## config.mk

```make
export PLATFORM = sky130hd
export DESIGN_NAME = debug_packet_receiver_flat
export DESIGN_NICKNAME = d
export VERILOG_FILES = /design/src/hdl/dpr_pkg.sv /design/src/hdl/dpr_if.sv /design/src/hdl/debug_packet_receiver.sv /design/src/flat_wrapper.sv
export SDC_FILE = /design/constraint.sdc
export NUM_CORES = 1
export LEC_CHECK = 0
export BUFFER_PORTS_ARGS = -buffer_cell sky130_fd_sc_hd__buf_2
export CAP_MARGIN = 30
export CORE_MARGIN = 4
export CORE_UTILIZATION = 25
export DETAILED_ROUTE_END_ITERATION = 12
export PLACE_DENSITY = 0.41
export SLEW_MARGIN = 30
export SYNTH_ARGS = -nofsm -noshare
export SYNTH_HDL_FRONTEND = slang
export SYNTH_SLANG_ARGS = --single-unit
```

## constraint.sdc

```tcl
create_clock -name clk -period 3.9 [get_ports clk]
set_input_delay 0.78 -clock clk [delete_from_list [all_inputs] [get_ports clk]]
set_output_delay 0.78 -clock clk [all_outputs]
set_load 0.03 [all_outputs]
```

## src/hdl/dpr_pkg.sv

```systemverilog
// Package: shared types, phase and event codes, hex digit decode for the packet receiver.
package dpr_pkg;

  typedef logic [7:0] byte_t;
  typedef logic [2:0] ev_t;
  typedef logic [1:0] phase_t;

  typedef struct packed {
    logic       bad;
    logic [3:0] val;
  } hex_t;

  localparam phase_t PH_WAIT    = 2'd0;
  localparam phase_t PH_PAYLOAD = 2'd1;
  localparam phase_t PH_CK1     = 2'd2;
  localparam phase_t PH_CK2     = 2'd3;

  localparam ev_t EV_PAYLOAD = 3'd0;
  localparam ev_t EV_OK      = 3'd1;
  localparam ev_t EV_BADSUM  = 3'd2;
  localparam ev_t EV_ACK     = 3'd3;
  localparam ev_t EV_NACK    = 3'd4;
  localparam ev_t EV_INTR    = 3'd5;
  localparam ev_t EV_UNEXP   = 3'd6;

  localparam byte_t CH_INTR  = 8'h03;
  localparam byte_t CH_PLUS  = 8'h2B;
  localparam byte_t CH_MINUS = 8'h2D;
  localparam byte_t CH_START = 8'h24;
  localparam byte_t CH_HASH  = 8'h23;

  function automatic hex_t hex_decode(byte_t ch);
    hex_t h;
    byte_t t;
    h.bad = 1'b0;
    h.val = 4'd0;
    if (ch >= 8'h30 && ch <= 8'h39) begin
      t = ch - 8'h30;
      h.val = t[3:0];
    end else if (ch >= 8'h61 && ch <= 8'h66) begin
      t = ch - 8'h57;
      h.val = t[3:0];
    end else if (ch >= 8'h41 && ch <= 8'h46) begin
      t = ch - 8'h37;
      h.val = t[3:0];
    end else begin
      h.bad = 1'b1;
    end
    return h;
  endfunction

endpackage

```

## src/hdl/dpr_if.sv

```systemverilog
// Interfaces: received byte channel and event result channel.
interface dpr_in_if;
  logic           valid;
  logic           ready;
  dpr_pkg::byte_t rx_byte;

  modport source (output valid, output rx_byte, input ready);
  modport sink   (input valid, input rx_byte, output ready);
endinterface

interface dpr_out_if;
  logic           valid;
  logic           ready;
  dpr_pkg::ev_t   event_res;
  dpr_pkg::byte_t data;
  dpr_pkg::byte_t computed_sum;
  dpr_pkg::byte_t received_sum;

  modport source (output valid, output event_res, output data, output computed_sum,
                  output received_sum, input ready);
  modport sink   (input valid, input event_res, input data, input computed_sum,
                  input received_sum, output ready);
endinterface

```

## src/hdl/debug_packet_receiver.sv

```systemverilog
// Top level: debugger remote-protocol packet receiver, byte in, event out.
//
//  channel   dir  fields                                         request taken when
//  in_ch     in   rx_byte[7:0]                                   valid && ready
//  out_ch    out  event_res[2:0] data[7:0] computed_sum[7:0]     valid && ready
//                 received_sum[7:0]
//
// One byte per cycle sustained while results are taken; each byte passes the input
// register, decode and the result register before its result appears.
// Synchronous active-low reset returns to waiting with sums cleared.
// A stalled result holds the result register; one more byte waits in the
// input register, then in_ch.ready drops until the result is taken.
module debug_packet_receiver (
  input  logic    clk,
  input  logic    rst_n,
  dpr_in_if.sink  in_ch,
  dpr_out_if.source out_ch
);
  import dpr_pkg::*;

  logic   s1_v_r;
  byte_t  s1_byte_r;
  logic   s1_adv;

  phase_t phase_r, phase_nxt;
  byte_t  sum_r, sum_nxt;
  logic [3:0] hi_r, hi_nxt;
  logic   hi_bad_r, hi_bad_nxt;

  logic   res_v;
  ev_t    res_ev;
  byte_t  res_cs, res_rs;
  hex_t   hx;
  byte_t  rs_full;

  logic   out_v_r;
  ev_t    out_ev_r;
  byte_t  out_data_r, out_cs_r, out_rs_r;

  assign s1_adv      = s1_v_r && (!out_v_r || out_ch.ready);
  assign in_ch.ready = !s1_v_r || s1_adv;

  always_ff @(posedge clk) begin
    if (!rst_n) begin
      s1_v_r <= 1'b0;
    end else if (in_ch.valid && in_ch.ready) begin
      s1_v_r <= 1'b1;
    end else if (s1_adv) begin
      s1_v_r <= 1'b0;
    end
  end

  always_ff @(posedge clk) begin
    if (in_ch.valid && in_ch.ready) begin
      s1_byte_r <= in_ch.rx_byte;
    end
  end

  assign hx      = hex_decode(s1_byte_r);
  assign rs_full = {hi_r, hx.val};

  always_comb begin
    phase_nxt  = phase_r;
    sum_nxt    = sum_r;
    hi_nxt     = hi_r;
    hi_bad_nxt = hi_bad_r;
    res_v      = 1'b0;
    res_ev     = EV_PAYLOAD;
    res_cs     = 8'd0;
    res_rs     = 8'd0;
    if (s1_byte_r == CH_INTR) begin
      res_v  = 1'b1;
      res_ev = EV_INTR;
    end else begin
      unique case (phase_r)
        PH_WAIT: begin
          if (s1_byte_r == CH_PLUS) begin
            res_v  = 1'b1;
            res_ev = EV_ACK;
          end else if (s1_byte_r == CH_MINUS) begin
            res_v  = 1'b1;
            res_ev = EV_NACK;
          end else if (s1_byte_r == CH_START) begin
            sum_nxt   = 8'd0;
            phase_nxt = PH_PAYLOAD;
          end else begin
            res_v  = 1'b1;
            res_ev = EV_UNEXP;
          end
        end
        PH_PAYLOAD: begin
          if (s1_byte_r == CH_HASH) begin
            phase_nxt = PH_CK1;
          end else begin
            sum_nxt = sum_r + s1_byte_r;
            res_v   = 1'b1;
            res_ev  = EV_PAYLOAD;
          end
        end
        PH_CK1: begin
          hi_nxt     = hx.val;
          hi_bad_nxt = hx.bad;
          phase_nxt  = PH_CK2;
        end
        PH_CK2: begin
          phase_nxt = PH_WAIT;
          res_v     = 1'b1;
          res_cs    = sum_r;
          res_rs    = rs_full;
          if (hx.bad || hi_bad_r || rs_full != sum_r) begin
            res_ev = EV_BADSUM;
          end else begin
            res_ev = EV_OK;
          end
        end
        default: begin
          phase_nxt = PH_WAIT;
        end
      endcase
    end
  end

  always_ff @(posedge clk) begin
    if (!rst_n) begin
      phase_r  <= PH_WAIT;
      sum_r    <= 8'd0;
      hi_r     <= 4'd0;
      hi_bad_r <= 1'b0;
    end else if (s1_adv) begin
      phase_r  <= phase_nxt;
      sum_r    <= sum_nxt;
      hi_r     <= hi_nxt;
      hi_bad_r <= hi_bad_nxt;
    end
  end

  always_ff @(posedge clk) begin
    if (!rst_n) begin
      out_v_r <= 1'b0;
    end else if (s1_adv) begin
      out_v_r <= res_v;
    end else if (out_ch.ready) begin
      out_v_r <= 1'b0;
    end
  end

  always_ff @(posedge clk) begin
    if (s1_adv && res_v) begin
      out_ev_r   <= res_ev;
      out_data_r <= s1_byte_r;
      out_cs_r   <= res_cs;
      out_rs_r   <= res_rs;
    end
  end

  assign out_ch.valid        = out_v_r;
  assign out_ch.event_res    = out_ev_r;
  assign out_ch.data         = out_data_r;
  assign out_ch.computed_sum = out_cs_r;
  assign out_ch.received_sum = out_rs_r;

  a_ready_low: assert property (@(posedge clk) disable iff (!rst_n)
    !in_ch.ready |-> s1_v_r && out_v_r && !out_ch.ready)
    else $error("input stalled without a blocked result");

  a_check_ends: assert property (@(posedge clk) disable iff (!rst_n)
    s1_adv && res_v && (res_ev == EV_OK || res_ev == EV_BADSUM) |=> phase_r == PH_WAIT)
    else $error("checksum result did not return to waiting");

  a_ok_match: assert property (@(posedge clk) disable iff (!rst_n)
    out_v_r && out_ev_r == EV_OK |-> out_cs_r == out_rs_r)
    else $error("packet ok with mismatched sums");

  a_payload_phase: assert property (@(posedge clk) disable iff (!rst_n)
    s1_adv && res_v && res_ev == EV_PAYLOAD |-> phase_r == PH_PAYLOAD)
    else $error("payload byte outside a packet");

endmodule

```

## src/flat_wrapper.sv

```systemverilog
// flat-port wrapper written by rule: the top's interface ports become plain ports
module debug_packet_receiver_flat import dpr_pkg::*;
  (clk, rst_n, in_ch_valid, in_ch_rx_byte, in_ch_ready, out_ch_valid, out_ch_event_res, out_ch_data, out_ch_computed_sum, out_ch_received_sum, out_ch_ready);
  dpr_in_if in_ch_i ();
  dpr_out_if out_ch_i ();
  input  logic clk;
  input  logic rst_n;
  input wire logic [$bits(in_ch_i.valid)-1:0] in_ch_valid;
  input wire logic [$bits(in_ch_i.rx_byte)-1:0] in_ch_rx_byte;
  output wire logic [$bits(in_ch_i.ready)-1:0] in_ch_ready;
  output wire logic [$bits(out_ch_i.valid)-1:0] out_ch_valid;
  output wire logic [$bits(out_ch_i.event_res)-1:0] out_ch_event_res;
  output wire logic [$bits(out_ch_i.data)-1:0] out_ch_data;
  output wire logic [$bits(out_ch_i.computed_sum)-1:0] out_ch_computed_sum;
  output wire logic [$bits(out_ch_i.received_sum)-1:0] out_ch_received_sum;
  input wire logic [$bits(out_ch_i.ready)-1:0] out_ch_ready;
  assign in_ch_i.valid = in_ch_valid;
  assign in_ch_i.rx_byte = in_ch_rx_byte;
  assign in_ch_ready = in_ch_i.ready;
  assign out_ch_valid = out_ch_i.valid;
  assign out_ch_event_res = out_ch_i.event_res;
  assign out_ch_data = out_ch_i.data;
  assign out_ch_computed_sum = out_ch_i.computed_sum;
  assign out_ch_received_sum = out_ch_i.received_sum;
  assign out_ch_i.ready = out_ch_ready;
  debug_packet_receiver u_core (.clk(clk), .rst_n(rst_n), .in_ch(in_ch_i), .out_ch(out_ch_i));
endmodule
```

==> key figures <==
Worst setup path
  – Critical path class: reg2reg
  – CP max stage delay: 0.74 ns
  – CP Capture Type: flop
  – Startpoint types: flop
  – Delay-heaviest family, CP: simple AND/OR/NAND/NOR gates
  – Crit Path Max Fanout: 28
  – Worst EP required: 3.88 ns
  – CP max-delay cell: or4_1
  – CP Cell Sequence: or3_4 -> or4_1 -> a21oi_2 -> buf_4
  – Critical Path AT: 2.72 ns
  – WP buf/inv: 1

Drt
  – Wire length per cell: 15.6 µm
  – DR vias: 1887
  – Post-Route WL: 6460 µm
  – Initial DRC Count: 78
  – Post-route DRC: 0
  – Vias per cell: 4.57
  – Drt pass-1 iters: 4
  – Antenna Nets Post-Route: 0

Global route
  – Largest net degree at the start of global routing: 29
  – Number of global-route vias before repair: 1933
  – Total Routing Usage GR: 10.8%
  – Initial antenna violation count: 0
  – First-pass GRT wire length: 10600 µm
  – Grt total ovfl: 0

Timing
  – Final Setup Violations: 0
  – Crit share post-route: 70.5%
  – Skew final: 0.00894 ns
  – Fin. max-slew vios: 0
  – Final hold viol count: 0
  – Setup TNS: 0 ns
  – Setup repair after global routing missed its margin: false
  – Fmax: 364 MHz
  – Tightest slew margin relative to the limit: 53.2%
  – Slew @ Worst Pin: 0.699 ns
  – Fin crit period: 2.75 ns

Finish
  – Share of cells above drive strength 1: 20.6%
  – Final Cell Area: 3180 µm²
  – Util after Layout: 30.4%
  – Final #Nets: 305
  – N_diodes: 0
  – Commonest non-fill, non-tap cell in the layout: buf_2
  – Area Overhead vs Synth: 17.2%
  – Final Non-Filler Cells: 413
  – Most frequent cells in the layout: 40 x buf_2, 35 x edfxtp_1, 17 x dfxtp_1, 16 x ha_1, 14 x nand2_1

Floorplan
  – Rows: 37
  – Core ar.: 10500 µm²
  – Ports: 41
  – Die ar.: 12600 µm²
  – Initial Util: 25.9%
  – DIE HEIGHT: 112 µm
  – Die X: 112 µm

Synth
  – Syn_area_per_cell: 11.4 µm²
  – Number of flops mapped to enable cells by yosys: 35
  – Mapped cell area: 2710 µm²
  – FF+latch count, synth: 52
  – Cells after synthesis: 237
  – Ys async rst share: 0%
  – Yosys warns: 0
  – Syn nets: 266
  – Post-synth top flop: edfxtp_1
  – Post-synth cell types: 56
  – Sequential area share after synthesis: 51.3%

Power and ir drop
  – Comb pwr share: 8.2%
  – Pwr Total: 0.00116 W
  – Pwr dens: 367 nW/µm²
  – Switching share of power: 23.2%
  – VDD IR max: 0.000143 V
  – Sequential share of power: 53.5%
  – Leakage: 1.22 nW
  – Clock power frac: 38.3%
  – Int Pwr: 0.000895 W
  – Net switching power: 0.000270 W

Clock network
  – Clock sink count: 52
  – CTS Hold Bufs: 0
  – Number of CTS-inserted buffers: 5
  – Clk buf depth: 2
  – Gates resized, CTS repair: 0
  – TritonCTS clock tree: built
  – Worst skew pair latency: 0.31 ns
  – Clk slew on worst S/H paths: 0.10 ns
  – CTS root buf: clkbuf_8
  – H-tree depth: 2
  – Post-CTS Setup Inserts: 0

Place
  – Gpl congestion: 0.736
  – Post-Place Cells: 405
  – Port bufs: 40
  – Post-DP Area: 3040 µm²
  – DP HPWL: 4810 µm

Worst hold path
  – Worst hold path class: reg2reg

Run
  – Max Cap Viol: 0

Run status
  – Status: completed
## power by group through the flow
stage	sequential [W]	combinational (W)	clock (W)
2_1_floorplan	0.000651	0.0000489	0
3_3_place_gp	0.000635	0.0000975	0
3_5_place_dp	0.000636	0.0000975	0
4_1_cts	0.000623	0.0000978	0.000458
5_1_grt	0.000626	0.000105	0.000484
6_report	0.000623	0.0000959	0.000446
## flip-flops by register name (all words and copies together) (netlist names)
signal,cells
u_core.hi_bad_r,1
u_core.hi_r,4
u_core.out_ch.computed_sum,8
u_core.out_ch.data,8
u_core.out_ch.event_res,3
u_core.out_ch.received_sum,8
u_core.out_ch.valid,1
u_core.phase_r,2
u_core.s1_byte_r,8
u_core.s1_v_r,1
u_core.sum_r,8
## per-stage QoR
stage               worst slack, ns  hold WS, ns
finish                         1.15        0.516
global route                  0.868        0.556
CTS                            1.11        0.520
detailed placement             1.15        0.506
global placement               1.19        0.508
floorplan                     0.611        0.451
## layout make-up
cell class / count / area (µm²)
clock inverter: 2 / 60.1
sequential: 52 / 1390
timing repair buffer: 41 / 208
tap: 136 / 170
inverter: 8 / 30.0
fill: 1101 / 7290
multi-input combinational: 168 / 1240
clock buffer: 6 / 72.6
## cells by family after synthesis
| group | Yosys count | synth area share (%) |
|---|---|---|
| compound gates | 46 | 12.4 |
| xor+xnor | 13 | 4.20 |
| fa+ha+maj | 17 | 8.13 |
| buf+inv | 17 | 2.91 |
| flops | 52 | 51.3 |
| mux | 2 | 0.739 |
| simple gates | 90 | 20.3 |
## worst register-to-register path: cells and delay by family (launching register included)
| family | cells | cell delay [ns] |
|---|---|---|
| AO/OA/AOI/OAI | 1 | 0.20 |
| buffers and inverters | 1 | 0.37 |
| flip-flops | 1 | 0.65 |
| AND/OR/NAND/NOR | 2 | 1.19 |
## worst paths after layout
| kind | from | cells after the start | to | slack (ns) |
|---|---|---|---|---|
| max | u_core.s1_byte_r[3] | 4 | u_core.out_ch.data[3] | 1.15 |
| min | u_core.phase_r[1] | 2 | u_core.phase_r[1] | 0.52 |
| max reg2reg | u_core.s1_byte_r[3] | 4 | u_core.out_ch.data[3] | 1.15 |
| min reg2reg | u_core.phase_r[1] | 2 | u_core.phase_r[1] | 0.52 |
## Yosys cell counts, types with 2 or more instances
master,count,share of area (%)
or3_1,3,0.69
nor3b_1,2,0.55
inv_1,8,1.1
ha_1,16,7.4
or4_1,2,0.55
clkbuf_1,6,0.83
nor2b_1,12,2.8
buf_6,2,0.83
nand2_1,14,1.9
mux2i_1,2,0.74
a21oi_1,13,2.4
nand2b_1,4,0.92
xnor2_1,9,2.9
and3_1,12,2.8
and2_1,3,0.69
nand3_1,7,1.3
o211ai_1,2,0.55
a22oi_1,3,0.83
dfxtp_1,17,13
nor2_1,11,1.5
nor3_1,6,1.1
o31ai_1,2,0.55
nor4b_1,2,0.65
xor2_1,4,1.3
o21bai_1,3,0.83
a21o_1,3,0.83
o21ai_0,6,1.1
edfxtp_1,35,39
## routing by layer
layer	GRT usage, %	up-vias	wire length, µm
li1	-	957	-
met1	14.6	880	3150
met2	17.1	42	2940
met3	2.05	8	247
met4	3.93	0	121
met5	0	-	0
Power figures use the tool's default switching activity.
